==> config.mk <==
export PLATFORM = sky130hd
export DESIGN_NAME = one_wire_monitor_access_engine_flat
export DESIGN_NICKNAME = d
export VERILOG_FILES = /design/src/sv/owm_pkg.sv /design/src/sv/owm_if.sv /design/src/sv/owm_front.sv /design/src/sv/owm_back.sv /design/src/sv/one_wire_monitor_access_engine.sv /design/src/flat_wrapper.sv
export SDC_FILE = /design/constraint.sdc
export NUM_CORES = 1
export LEC_CHECK = 0
export BUFFER_PORTS_ARGS = -buffer_cell sky130_fd_sc_hd__buf_2
export CAP_MARGIN = 20
export CORE_MARGIN = 4
export CORE_UTILIZATION = 59
export DETAILED_ROUTE_END_ITERATION = 16
export PLACE_DENSITY = 0.8
export SYNTH_ARGS = -nofsm -noshare
export SYNTH_HDL_FRONTEND = slang
export SYNTH_SLANG_ARGS = --single-unit
==> constraint.sdc <==
create_clock -name clk -period 4.5 [get_ports clk]
set_input_delay 0.9 -clock clk [delete_from_list [all_inputs] [get_ports clk]]
set_output_delay 0.9 -clock clk [all_outputs]
set_load 0.01 [all_outputs]
==> src/sv/owm_pkg.sv <==
// Shared types and constants of the one-wire monitor access engine.
// Used by the channel interfaces, the front and back parts and the top level.
package owm_pkg;

	localparam int OpW = 3;
	localparam int AddrW = 16;
	localparam int ByteW = 8;
	localparam int CountW = 3;
	localparam int TickW = 16;
	localparam int StatusW = 2;
	localparam int ListDepth = 4;

	localparam logic [OpW-1:0] OP_READ = 3'd0;
	localparam logic [OpW-1:0] OP_WRITE = 3'd1;
	localparam logic [OpW-1:0] OP_RAW = 3'd2;
	localparam logic [OpW-1:0] OP_RX = 3'd3;
	localparam logic [OpW-1:0] OP_TICK = 3'd4;

	localparam logic [ByteW-1:0] CMD_READ = 8'h4a;
	localparam logic [ByteW-1:0] CMD_WRITE = 8'h49;

	localparam logic [CountW-1:0] LEN_READ = 3'd3;
	localparam logic [CountW-1:0] LEN_WRITE = 3'd4;
	localparam logic [CountW-1:0] LEN_RAW = 3'd1;

	localparam logic [StatusW-1:0] ST_OK = 2'd0;
	localparam logic [StatusW-1:0] ST_ECHO = 2'd1;
	localparam logic [StatusW-1:0] ST_ACK = 2'd2;
	localparam logic [StatusW-1:0] ST_TIMEOUT = 2'd3;

	localparam logic [TickW-1:0] TIMEOUT_RESET = 16'd500;
	localparam logic [TickW-1:0] TICK_MAX = 16'hffff;

	localparam int QDepth = 4;
	localparam int QPtrW = 2;
	localparam int QCntW = 3;

	localparam int PaddrW = 3;
	localparam int PdataW = 32;
	localparam logic [0:0] REG_TIMEOUT = 1'b0;

	typedef enum logic [1:0] {
		KIND_REQ,
		KIND_RX,
		KIND_TICK
	} owm_kind_t;

	typedef struct packed {
		owm_kind_t kind;
		logic [CountW-1:0] count;
		logic is_read;
		logic [ListDepth-1:0][ByteW-1:0] bytes;
	} owm_cmd_t;

endpackage

==> src/sv/owm_if.sv <==
// Handshake channels of the access engine: the item channel and the result channel.
// Depends on owm_pkg for field widths.
interface owm_cmd_if;
	logic valid;
	logic ready;
	logic [owm_pkg::OpW-1:0] op;
	logic [owm_pkg::AddrW-1:0] address;
	logic [owm_pkg::ByteW-1:0] wr_data;
	logic [owm_pkg::ByteW-1:0] rx_byte;

	modport source (output valid, op, address, wr_data, rx_byte, input ready);
	modport sink (input valid, op, address, wr_data, rx_byte, output ready);
endinterface

interface owm_res_if;
	logic valid;
	logic ready;
	logic send_valid;
	logic [owm_pkg::ByteW-1:0] send_byte;
	logic done_res;
	logic [owm_pkg::StatusW-1:0] status;
	logic [owm_pkg::ByteW-1:0] read_data;

	modport source (output valid, send_valid, send_byte, done_res, status, read_data,
		input ready);
	modport sink (input valid, send_valid, send_byte, done_res, status, read_data,
		output ready);
endinterface

==> src/sv/owm_front.sv <==
// Front part: accepts item beats, classifies them and queues the commands.
// Depends on owm_pkg and owm_cmd_if.
module owm_front (
	input  logic                clk,
	input  logic                arst_n,
	owm_cmd_if.sink             cmd,
	output logic                q_valid,
	output owm_pkg::owm_cmd_t   q_entry,
	input  logic                q_pop
);

	owm_pkg::owm_cmd_t mem_q [owm_pkg::QDepth];
	logic [owm_pkg::QPtrW-1:0] wr_ptr_q;
	logic [owm_pkg::QPtrW-1:0] rd_ptr_q;
	logic [owm_pkg::QCntW-1:0] cnt_q;
	owm_pkg::owm_cmd_t dec;
	logic keep;
	logic push;
	logic pop;

	always_comb begin
		dec = '0;
		keep = 1'b1;
		unique case (cmd.op)
			owm_pkg::OP_READ: begin
				dec.kind = owm_pkg::KIND_REQ;
				dec.count = owm_pkg::LEN_READ;
				dec.is_read = 1'b1;
				dec.bytes[0] = owm_pkg::CMD_READ;
				dec.bytes[1] = cmd.address[15:8];
				dec.bytes[2] = cmd.address[7:0];
			end
			owm_pkg::OP_WRITE: begin
				dec.kind = owm_pkg::KIND_REQ;
				dec.count = owm_pkg::LEN_WRITE;
				dec.bytes[0] = owm_pkg::CMD_WRITE;
				dec.bytes[1] = cmd.address[15:8];
				dec.bytes[2] = cmd.address[7:0];
				dec.bytes[3] = cmd.wr_data;
			end
			owm_pkg::OP_RAW: begin
				dec.kind = owm_pkg::KIND_REQ;
				dec.count = owm_pkg::LEN_RAW;
				dec.bytes[0] = cmd.wr_data;
			end
			owm_pkg::OP_RX: begin
				dec.kind = owm_pkg::KIND_RX;
				dec.bytes[0] = cmd.rx_byte;
			end
			owm_pkg::OP_TICK: begin
				dec.kind = owm_pkg::KIND_TICK;
			end
			default: begin
				keep = 1'b0;
			end
		endcase
	end

	assign cmd.ready = (cnt_q != owm_pkg::QCntW'(owm_pkg::QDepth));
	assign push = cmd.valid && cmd.ready && keep;
	assign q_valid = (cnt_q != '0);
	assign pop = q_pop && q_valid;
	assign q_entry = mem_q[rd_ptr_q];

	always_ff @(posedge clk) begin
		if (push) begin
			mem_q[wr_ptr_q] <= dec;
		end
	end

	always_ff @(posedge clk or negedge arst_n) begin
		if (!arst_n) begin
			wr_ptr_q <= '0;
			rd_ptr_q <= '0;
			cnt_q <= '0;
		end else begin
			if (push) begin
				wr_ptr_q <= wr_ptr_q + 1'b1;
			end
			if (pop) begin
				rd_ptr_q <= rd_ptr_q + 1'b1;
			end
			if (push && !pop) begin
				cnt_q <= cnt_q + 1'b1;
			end else if (pop && !push) begin
				cnt_q <= cnt_q - 1'b1;
			end
		end
	end

endmodule

==> src/sv/owm_back.sv <==
// Back part: runs the access sequence for queued commands and registers the results.
// Depends on owm_pkg and owm_res_if.
module owm_back (
	input  logic                        clk,
	input  logic                        arst_n,
	input  logic [owm_pkg::TickW-1:0]   timeout,
	input  logic                        q_valid,
	input  owm_pkg::owm_cmd_t           q_entry,
	output logic                        q_pop,
	owm_res_if.source                   res
);

	typedef enum logic [1:0] {
		PH_IDLE,
		PH_ECHO,
		PH_ACK,
		PH_DATA
	} phase_t;

	phase_t phase_q, phase_d;
	logic [owm_pkg::ListDepth-1:0][owm_pkg::ByteW-1:0] list_q;
	logic [owm_pkg::CountW-1:0] count_q, count_d;
	logic [owm_pkg::CountW-1:0] idx_q, idx_d, idx_inc;
	logic is_read_q, is_read_d;
	logic [owm_pkg::TickW-1:0] tick_q, tick_d, tick_inc;
	logic [owm_pkg::ByteW-1:0] cur_byte, next_byte;
	logic proceed, fire, load;
	logic send, finish;
	logic [owm_pkg::ByteW-1:0] send_byte_d;
	logic [owm_pkg::StatusW-1:0] fin_status;
	logic [owm_pkg::ByteW-1:0] fin_data;

	logic res_valid_q;
	logic res_send_q;
	logic [owm_pkg::ByteW-1:0] res_byte_q;
	logic res_done_q;
	logic [owm_pkg::StatusW-1:0] res_status_q;
	logic [owm_pkg::ByteW-1:0] res_data_q;

	assign proceed = !res_valid_q || res.ready;
	assign q_pop = proceed;
	assign fire = q_valid && proceed;
	assign idx_inc = idx_q + 1'b1;
	assign tick_inc = (tick_q == owm_pkg::TICK_MAX) ? tick_q : tick_q + 1'b1;
	assign cur_byte = list_q[idx_q[1:0]];
	assign next_byte = list_q[idx_inc[1:0]];

	always_comb begin
		phase_d = phase_q;
		count_d = count_q;
		idx_d = idx_q;
		is_read_d = is_read_q;
		tick_d = tick_q;
		load = 1'b0;
		send = 1'b0;
		send_byte_d = '0;
		finish = 1'b0;
		fin_status = owm_pkg::ST_OK;
		fin_data = '0;
		if (fire) begin
			unique case (q_entry.kind)
				owm_pkg::KIND_REQ: begin
					if (phase_q == PH_IDLE) begin
						load = 1'b1;
						count_d = q_entry.count;
						idx_d = '0;
						is_read_d = q_entry.is_read;
						tick_d = '0;
						phase_d = PH_ECHO;
						send = 1'b1;
						send_byte_d = q_entry.bytes[0];
					end
				end
				owm_pkg::KIND_RX: begin
					unique case (phase_q)
						PH_ECHO: begin
							if (q_entry.bytes[0] != cur_byte) begin
								finish = 1'b1;
								fin_status = owm_pkg::ST_ECHO;
							end else begin
								phase_d = PH_ACK;
								tick_d = '0;
							end
						end
						PH_ACK: begin
							if (q_entry.bytes[0] != cur_byte) begin
								finish = 1'b1;
								fin_status = owm_pkg::ST_ACK;
							end else begin
								idx_d = idx_inc;
								tick_d = '0;
								if (idx_inc < count_q) begin
									phase_d = PH_ECHO;
									send = 1'b1;
									send_byte_d = next_byte;
								end else if (is_read_q) begin
									phase_d = PH_DATA;
								end else begin
									finish = 1'b1;
								end
							end
						end
						PH_DATA: begin
							finish = 1'b1;
							fin_data = q_entry.bytes[0];
						end
						default: begin
						end
					endcase
				end
				owm_pkg::KIND_TICK: begin
					if (phase_q != PH_IDLE) begin
						tick_d = tick_inc;
						if (tick_inc >= timeout) begin
							finish = 1'b1;
							fin_status = owm_pkg::ST_TIMEOUT;
						end
					end
				end
				default: begin
				end
			endcase
		end
		if (finish) begin
			phase_d = PH_IDLE;
			tick_d = '0;
		end
	end

	always_ff @(posedge clk) begin
		if (load) begin
			list_q <= q_entry.bytes;
		end
	end

	always_ff @(posedge clk or negedge arst_n) begin
		if (!arst_n) begin
			phase_q <= PH_IDLE;
			count_q <= '0;
			idx_q <= '0;
			is_read_q <= 1'b0;
			tick_q <= '0;
			res_valid_q <= 1'b0;
			res_send_q <= 1'b0;
			res_byte_q <= '0;
			res_done_q <= 1'b0;
			res_status_q <= owm_pkg::ST_OK;
			res_data_q <= '0;
		end else begin
			phase_q <= phase_d;
			count_q <= count_d;
			idx_q <= idx_d;
			is_read_q <= is_read_d;
			tick_q <= tick_d;
			if (send || finish) begin
				res_valid_q <= 1'b1;
				res_send_q <= send;
				res_byte_q <= send_byte_d;
				res_done_q <= finish;
				res_status_q <= fin_status;
				res_data_q <= fin_data;
			end else if (res.ready) begin
				res_valid_q <= 1'b0;
			end
		end
	end

	assign res.valid = res_valid_q;
	assign res.send_valid = res_send_q;
	assign res.send_byte = res_byte_q;
	assign res.done_res = res_done_q;
	assign res.status = res_status_q;
	assign res.read_data = res_data_q;

endmodule

==> src/sv/one_wire_monitor_access_engine.sv <==
// Top level of the one-wire monitor access engine: register port, front and back parts.
// Depends on owm_pkg, owm_if, owm_front and owm_back.
//
//   channel  dir  beat carries
//   cmd      in   op, address, wr_data, rx_byte
//   res      out  send_valid, send_byte, done_res, status, read_data
//   apb      in   timeout_ticks at byte address 0
//
// The back part takes one beat per cycle while no result is stalled.
// Results are registered in the back part from beats taken at the head of a four-entry queue.
// Reset leaves the engine idle with timeout_ticks at 500 and the queue empty.
// A stalled result holds the back part; the queue keeps taking beats until full.
module one_wire_monitor_access_engine (
	input  logic                          clk,
	input  logic                          arst_n,
	owm_cmd_if.sink                       cmd,
	owm_res_if.source                     res,
	input  logic                          psel,
	input  logic                          penable,
	input  logic                          pwrite,
	input  logic [owm_pkg::PaddrW-1:0]    paddr,
	input  logic [owm_pkg::PdataW-1:0]    pwdata,
	output logic [owm_pkg::PdataW-1:0]    prdata,
	output logic                          pready
);

	logic [owm_pkg::TickW-1:0] timeout_q;
	logic q_valid;
	logic q_pop;
	owm_pkg::owm_cmd_t q_entry;

	assign pready = 1'b1;

	always_ff @(posedge clk or negedge arst_n) begin
		if (!arst_n) begin
			timeout_q <= owm_pkg::TIMEOUT_RESET;
		end else if (psel && penable && pwrite && pready
				&& paddr[owm_pkg::PaddrW-1] == owm_pkg::REG_TIMEOUT) begin
			timeout_q <= pwdata[owm_pkg::TickW-1:0];
		end
	end

	always_comb begin
		prdata = '0;
		if (paddr[owm_pkg::PaddrW-1] == owm_pkg::REG_TIMEOUT) begin
			prdata = owm_pkg::PdataW'(timeout_q);
		end
	end

	owm_front u_front (
		.clk     (clk),
		.arst_n  (arst_n),
		.cmd     (cmd),
		.q_valid (q_valid),
		.q_entry (q_entry),
		.q_pop   (q_pop)
	);

	owm_back u_back (
		.clk     (clk),
		.arst_n  (arst_n),
		.timeout (timeout_q),
		.q_valid (q_valid),
		.q_entry (q_entry),
		.q_pop   (q_pop),
		.res     (res)
	);

	// A classified beat always leaves the queue non-empty on the next cycle.
	a_push_fills: assert property (@(posedge clk) disable iff (!arst_n)
		cmd.valid && cmd.ready && cmd.op <= owm_pkg::OP_TICK |=> q_valid)
		else $error("accepted command did not reach the queue");

	// A new result only comes from a command taken from the queue.
	a_result_source: assert property (@(posedge clk) disable iff (!arst_n)
		$rose(res.valid) |-> $past(q_valid && q_pop))
		else $error("result appeared without a queued command");

	// Every result either sends a byte or ends an access, never both.
	a_result_kind: assert property (@(posedge clk) disable iff (!arst_n)
		res.valid |-> (res.send_valid != res.done_res))
		else $error("result is neither a send nor a completion");

endmodule
==> src/flat_wrapper.sv <==
// flat-port wrapper written by rule: the top's interface ports become plain ports
module one_wire_monitor_access_engine_flat 
  (clk, arst_n, psel, penable, pwrite, paddr, pwdata, prdata, pready, cmd_valid, cmd_op, cmd_address, cmd_wr_data, cmd_rx_byte, cmd_ready, res_valid, res_send_valid, res_send_byte, res_done_res, res_status, res_read_data, res_ready);
  owm_cmd_if cmd_i ();
  owm_res_if res_i ();
  input  logic clk;
  input  logic arst_n;
  input  logic psel;
  input  logic penable;
  input  logic pwrite;
  input  logic [owm_pkg::PaddrW-1:0] paddr;
  input  logic [owm_pkg::PdataW-1:0] pwdata;
  output logic [owm_pkg::PdataW-1:0] prdata;
  output logic pready;
  input wire logic [$bits(cmd_i.valid)-1:0] cmd_valid;
  input wire logic [$bits(cmd_i.op)-1:0] cmd_op;
  input wire logic [$bits(cmd_i.address)-1:0] cmd_address;
  input wire logic [$bits(cmd_i.wr_data)-1:0] cmd_wr_data;
  input wire logic [$bits(cmd_i.rx_byte)-1:0] cmd_rx_byte;
  output wire logic [$bits(cmd_i.ready)-1:0] cmd_ready;
  output wire logic [$bits(res_i.valid)-1:0] res_valid;
  output wire logic [$bits(res_i.send_valid)-1:0] res_send_valid;
  output wire logic [$bits(res_i.send_byte)-1:0] res_send_byte;
  output wire logic [$bits(res_i.done_res)-1:0] res_done_res;
  output wire logic [$bits(res_i.status)-1:0] res_status;
  output wire logic [$bits(res_i.read_data)-1:0] res_read_data;
  input wire logic [$bits(res_i.ready)-1:0] res_ready;
  assign cmd_i.valid = cmd_valid;
  assign cmd_i.op = cmd_op;
  assign cmd_i.address = cmd_address;
  assign cmd_i.wr_data = cmd_wr_data;
  assign cmd_i.rx_byte = cmd_rx_byte;
  assign cmd_ready = cmd_i.ready;
  assign res_valid = res_i.valid;
  assign res_send_valid = res_i.send_valid;
  assign res_send_byte = res_i.send_byte;
  assign res_done_res = res_i.done_res;
  assign res_status = res_i.status;
  assign res_read_data = res_i.read_data;
  assign res_i.ready = res_ready;
  one_wire_monitor_access_engine u_core (.clk(clk), .arst_n(arst_n), .cmd(cmd_i), .res(res_i), .psel(psel), .penable(penable), .pwrite(pwrite), .paddr(paddr), .pwdata(pwdata), .prdata(prdata), .pready(pready));
endmodule
### Word-level counts from Yosys, hierarchy flattened

Memory sizes are Yosys's and may differ from the RTL's.
Cells that the tools add are included.

* register bits after elaboration: 101
* bits in writable memories: 152
* bits of input ports: 77
* output and inout port bits: 55
* word-level logic and storage cells: 157
* memories kept: 1

* add/subtract/negate cells: 6
* $lt $le $gt $ge: 4
* equal/unequal tests: 23
* multiplexer cells: 72
* bitwise logic cells: 1
* reductions and logical operators: 31

Memories
* u_core.u_front.mem_q: words 4, width 38, rd ports 1, clocked after Yosys merged registers in 0, write ports 1, RTL line owm_front.sv:12 `owm_pkg::owm_cmd_t mem_q [owm_pkg::QDepth];`

Operators with widths (number)
* 16-bit 2-to-1 mux: 9
* 8-bit 2-to-1 mux: 11
* 16-bit case mux with 3 select lines: 1
* 8-bit binary-select mux with 2-bit select: 2
* 8-bit case mux with 4 select lines: 1
* 2-bit 2-to-1 mux: 11
* 1-bit 2-to-1 mux: 21
* 2-bit case mux with 2 select lines: 5
* 16-bit by 1-bit adder with 16-bit output (second input constant): 1
* 16-bit equality test (second input constant): 1
* 16-bit >= comparator: 1
* 8-bit case mux with 2 select lines: 1
* 3-bit 2-to-1 mux: 5
* 3-bit != test (second input constant): 5
* 2-bit nonzero test: 5
* 3-bit case mux with 3 select lines: 1
* 1-bit logical AND: 8
* 4-bit != test (second input constant): 2
* 8-bit != test: 1
* 7-bit AND reduction: 1
* 3-bit by 1-bit adder with 3-bit output (second input constant): 2
* 2-bit equality test (second input constant): 3
* 3-bit by 2-bit equality test with 1-bit output (second input constant): 2
* 2-bit by 3-bit < comparator with 1-bit output (second input constant): 2
* 24 further kinds: 35

### Longest topological paths before layout

* depth after elaboration: 9
* mapped depth: 19
* depth with buffers taken out: 15

### Cells and area by module

Synthesis repeated with hierarchy kept, for this count alone.

* cells, all modules: 740
* area total of the unflattened synthesis: 11413.4 sq um

By module, submodules not included
* owm_front: times used 1, cells each 287, area an instance 6088.3 sq um, sequential area each 4619.4 sq um
* owm_back: times used 1, cells each 383, area an instance 4418.0 sq um, sequential area each 2112.0 sq um
* one_wire_monitor_access_engine: times used 1, cells each 70, area an instance 907.1 sq um, sequential area each 407.9 sq um

### Worst setup path after synthesis

Ideal clock, no wire load.

* path type: register to register
* from: register u_core.u_back.tick_q[3] (netlist name)
* to: register u_core.u_back.res_data_q (netlist bit u_core.u_back.res.read_data[0])
* setup time: 0.079 ns
* arrival time: 3.903 ns
* data required time: 4.421 ns
* setup slack: 0.518 ns
* cell stages (with the launch flop): 20
* buffers on the path: 5
* clock period less this slack: 3.982 ns
* cells stage by stage: dfrtp_1 -> clkbuf_1 -> and4_1 -> nand4_1 -> or2_2 -> clkbuf_1 -> and2_1 -> buf_2 -> nand3_1 -> xnor2_1 -> ha_1 -> a211o_1 -> a21oi_1 -> o21ai_0 -> a2111oi_0 -> o31a_2 -> o211a_1 -> buf_6 -> buf_12 -> mux2i_1

* cells in the longest elaborated chain, start to end: 8
* elaborated cells between the ends (all ways): 9
* classes of those cells: add/sub: 1; order compare: 1; eq/ne: 1; mux: 5; reduce/logical: 1

RTL lines
* start, declared: RTL line owm_back.sv:25 `logic [owm_pkg::TickW-1:0] tick_q, tick_d, tick_inc;`
* start signal, assigned: RTL line owm_back.sv:154 `tick_q <= tick_d;`
* 16-bit by 1-bit adder with 16-bit output or 16-bit equality test (tied branches): RTL line owm_back.sv:44 `assign tick_inc = (tick_q == owm_pkg::TICK_MAX) ? tick_q : tick_q + 1'b1;`
* 16-bit 2-to-1 mux (*): RTL line owm_back.sv:44
* 16-bit >= comparator (*): RTL line owm_back.sv:114 `if (tick_inc >= timeout) begin`
* 1-bit 2-to-1 mux (*): RTL line owm_back.sv:114
* 1-bit 2-to-1 mux (*): RTL line owm_back.sv:112 `if (phase_q != PH_IDLE) begin`
* 1-bit case mux with 2 select lines (*): RTL line owm_back.sv:61 `unique case (q_entry.kind)`
* 1-bit 2-to-1 mux (*): RTL line owm_back.sv:60 `if (fire) begin`
* 1-bit logical OR (*): RTL line owm_back.sv:155 `if (send || finish) begin`
* end signal, assigned: RTL line owm_back.sv:161 `res_data_q <= fin_data;`
* end, declared: RTL line owm_back.sv:38 `logic [owm_pkg::ByteW-1:0] res_data_q;`

Mark *: on every way between the ends. The rest lies on a longest branch, timed or not.
A chain may end at the register's enable or synchronous reset.

### Worst setup path in the final report

* from: register u_core.u_back.tick_q[0] (netlist name)
* to: register u_core.u_back.tick_q[2] (netlist name)

* cells in the longest elaborated chain, start to end: 9
* elaborated cells between the ends (all ways): 19
* classes of those cells: add/sub: 1; order compare: 1; eq/ne: 5; mux: 9; reduce/logical: 3

RTL lines (RTL line)
* 16-bit by 1-bit adder with 16-bit output or 16-bit equality test (tied branches): owm_back.sv:44
* 16-bit 2-to-1 mux (*): owm_back.sv:44
* 16-bit >= comparator: owm_back.sv:114
* 1-bit 2-to-1 mux: owm_back.sv:114
* 1-bit 2-to-1 mux: owm_back.sv:112
* 1-bit case mux with 2 select lines: owm_back.sv:61
* 1-bit 2-to-1 mux: owm_back.sv:60
* 3-bit != test (no line), or another cell as far along
* 6-bit AND reduction (no line)

Mark *: on every way between the ends. The rest lies on a longest branch, timed or not. The select of a mux whose other input is x is not followed.

==> flow_summary.json <==
{
  "root_buffer": "clkbuf_16",
  "power.density_nw_per_um2": 576,
  "p_leak_nw": 5.13,
  "worstSkewPairLatency_ns": 0.53,
  "synth_top_family_by_area": "multiplexers",
  "cp_cell_sequence": "ha_1 -> and2_1 -> nand4_1 -> or2_2 -> and2_1 -> nand3_1 -> xnor2_1 -> ha_1 -> a211o_1 -> a21oi_1 -> o21ai_0 -> a2111oi_1 -> buf_4 -> o31a_2 -> o21ai_1 -> buf_4 -> nor3_1",
  "viasPerCell": 5.80,
  "grt_setup_unrepaired": "no",
  "ys_async_sr_fraction": 0.274,
  "core_area_um2": 19000,
  "nets": 989,
  "fp.dieArea_um2": 21800,
  "r2r_cells": 17,
  "crit_path_top_delay_cell": "dfrtp_1",
  "timing.fmax_mhz": 237,
  "synthMuxAreaShare": 0.138,
  "hpwlAfterDp_um": 15200,
  "wirelength_um": 23000,
  "io_buffers": 96,
  "ir_worst_vdd_mv": 0.400,
  "total_power_w": 0.00750,
  "io_pins": 132,
  "num_rows": 50,
  "routabilityCongestion": 0.860,
  "worstSetupPathType": "reg -> reg",
  "synth_ff_type": "edfxtp_1",
  "yosys.area.top_type": "edfxtp_1",
  "synth_top_area_share": 0.469,
  "postSynthAreaPerCell_um2": 14.7,
  "setup_viol": 0,
  "status": "complete, no violations",
  "finalCritPeriodShare": 0.939,
  "final_layout_size_suffix_gt1_frac": 0.268,
  "firstDrtPassIters": 5,
  "r2r-end": "u_core.u_back.tick_q[2]$_DFFE_PN0P_",
  "maxSlewHeadroom": 0.321,
  "drt_iter0_drc": 522,
  "ant_nets": 0,
  "drc": 0,
  "grt_pass1_vias": 6711,
  "fin_skew_ns": 0.0124,
  "die_h_um": 148,
  "ctsHtreeMaxLevel": 1,
  "grt_usage": 0.210,
  "ctsHoldBuffers": 0,
  "yosysWarnings": 0,
  "cts_tree": "built",
  "antenna_found_initial": 0,
  "setup.worst_path.end_class": "flip-flop",
  "synth.area.top_cells": "edfxtp_1 (47%), dfrtp_1 (13%), mux4_2 (9.2%), ha_1 (3.5%), mux2_2 (2.0%)",
  "endpoint": "u_core.u_back.tick_q[2]$_DFFE_PN0P_",
  "required_ns": 4.94,
  "cp_max_fo": 16,
  "rr_startpoint": "u_core.u_back.tick_q[0]$_DFFE_PN0P_",
  "ys_seq_elements": 248,
  "die_w_um": 148,
  "vias": 6714,
  "rrSetupSlack_ns": 0.27,
  "grt_remaining_overflow": 0,
  "synth-xor-area-share": 0.0182,
  "worst_setup_path_start_kind": "flip-flop",
  "ys_types": 64,
  "grt_max_degree": 46,
  "area_growth_pct": 12.8,
  "maxCapViolations": 0,
  "fillers": 1260,
  "fin_crit_ns": 4.23,
  "antennaDiodeCount": 0,
  "clkSinkCount": 248,
  "hp-class": "reg -> reg",
  "seq_area_frac_synth": 0.617,
  "worst_slack_ns": 0.274,
  "initial_utilization": 0.608,
  "numCtsBuffers": 25,
  "syn-cell-area_um2": 11500,
  "synthCells": 782,
  "post_cts_buffers": 0,
  "synth-simple-area-share": 0.0851,
  "cp_data_arrival_time_ns": 4.66,
  "grt_pass1_wl_um": 36400,
  "slew_violations": 0,
  "clockBufferDepth": 3,
  "dp_slack_ns": 0.302,
  "critPathLaunch": "u_core.u_back.tick_q[0]$_DFFE_PN0P_",
  "wl_per_cell_um": 19.9,
  "hold_viol_final": 0,
  "clkTransAtPathRegs_ns": 0.06,
  "synth_fa_ha_area_frac": 0.0365,
  "synth-compound-area-share": 0.0584,
  "setup-tns-final_ns": 0,
  "slowest_delay_ns": 0.42,
  "synth_edf_count": 180,
  "tightest_slew_ns": 1.02
}
[cells in the final DEF, fill, tap and decap left out, types with 6 or more instances in the layout]
cell type  count
edfxtp_1     180
buf_2         96
dfrtp_1       61
mux4_2        47
inv_1         43
nand2_1       39
a21oi_1       38
nor2_1        38
and2_1        33
ha_1          32
clkbuf_16     25
o21ai_0       21
mux2_2        20
xnor2_1       18
conb_1        17
mux2i_1       16
nand3_1       16
and3_1        15
buf_4         14
a31oi_1        9
nor3_1         8
a221o_1        8
xor2_1         6
clkinv_1       6
dfstp_2        6
[metrics by stage]
| step | instances | util | hold WS (ns) | instance area (µm²) |
|---|---|---|---|---|
| after floorplan | 797 | - | 0.464 | 11600 |
| after global placement | 1112 | 0.642 | 0.461 | 12200 |
| after detailed placement | 1112 | 0.642 | 0.469 | 12200 |
| after CTS | 1158 | 0.686 | 0.482 | 13000 |
| after global routing | 1158 | 0.687 | 0.511 | 13000 |
| final | 1158 | 0.687 | 0.476 | 13000 |
[metal layers]
layer | vias to the layer above | wire length [µm] | track usage
met3 | 29 | 1800 | 0.0380
li1 | 3087 | - | -
met1 | 3344 | 9750 | 0.297
met4 | 0 | 403 | 0.0522
met5 | - | 0 | 0
met2 | 254 | 11100 | 0.345
[cell families (layout without fill, tap and decap cells)]
logic type | count (synthesis) | in the layout
AO/OA/AOI/OAI | 102 | 102
XOR/XNOR | 24 | 24
adder cells (fa/ha/maj) | 33 | 33
buffers and inverters | 100 | 201
flip-flops | 248 | 248
multiplexers | 89 | 89
other | 2 | 17
AND/OR/NAND/NOR | 184 | 184
[flip-flops by register name, indices dropped and copies added, names as in the netlist]
name                          flops
u_core.timeout_q                 16
u_core.u_back.count_q             3
u_core.u_back.idx_q               3
u_core.u_back.list_q             32
u_core.u_back.phase_q             2
u_core.u_back.res.done_res        1
u_core.u_back.res.read_data       8
u_core.u_back.res.send_byte       8
u_core.u_back.res.send_valid      1
u_core.u_back.res.status          2
u_core.u_back.res.valid           1
u_core.u_back.tick_q             16
u_core.u_front.cnt_q              3
u_core.u_front.mem_q            148
u_core.u_front.rd_ptr_q           2
u_core.u_front.wr_ptr_q           2
[cell usage after synthesis, types with 15 or more instances]
cell,instances
edfxtp_1,180
dfrtp_1,62
mux4_2,47
inv_1,43
nor2_1,40
nand2_1,39
a21oi_1,38
and2_1,33
ha_1,32
buf_4,22
o21ai_0,21
mux2_2,20
clkbuf_1,19
xnor2_1,18
mux2i_1,16
nand3_1,16
and3_1,15
[worst min-delay path by stage]
stage | start | end | slack, ns | cells past startpoint
4_1_cts | u_core.u_back.res.done_res$_DFFE_PN0P_ | u_core.u_back.res.done_res$_DFFE_PN0P_ | 0.48 | 1
6_report | u_core.u_back.res.done_res$_DFFE_PN0P_ | u_core.u_back.res.done_res$_DFFE_PN0P_ | 0.48 | 1
3_3_place_gp | u_core.u_back.res.done_res$_DFFE_PN0P_ | u_core.u_back.res.done_res$_DFFE_PN0P_ | 0.46 | 1
3_5_place_dp | u_core.u_back.res.done_res$_DFFE_PN0P_ | u_core.u_back.res.done_res$_DFFE_PN0P_ | 0.47 | 1
5_1_grt | u_core.u_back.res.done_res$_DFFE_PN0P_ | u_core.u_back.res.done_res$_DFFE_PN0P_ | 0.51 | 1
2_1_floorplan | u_core.u_front.cnt_q[2]$_DFFE_PN0P_ | u_core.u_front.cnt_q[2]$_DFFE_PN0P_ | 0.46 | 1
[area by class of cell]
class	count	area [µm²]	area share
clock inverters	16	201	0.0155
multi-input cells	449	3960	0.304
well taps	260	325	0.0250
flip-flops and latches	248	7120	0.547
inverters	44	165	0.0127
repair buffers	111	606	0.0465
clock buffers	30	644	0.0495
[power by group]
group          internal [W]  switching [W]
clock network       0.00126       0.000860
logic              0.000930        0.00124
registers           0.00297       0.000232
[worst max-delay path, delay by kind of cell, from the launching register on]
family          cells  cell delay (ns)
compound gates      6             1.24
xor+xnor            1             0.13
fa+ha+maj           2             0.49
buf+inv             2             0.43
flops               1             0.42
simple gates        6             1.42
[timing repair]
action,4_1_cts,5_1_grt
setup endpoints to repair,0,1
endpoints found under the hold margin,0,0
gates resized for setup,0,2
Power figures use the tool's default switching activity.
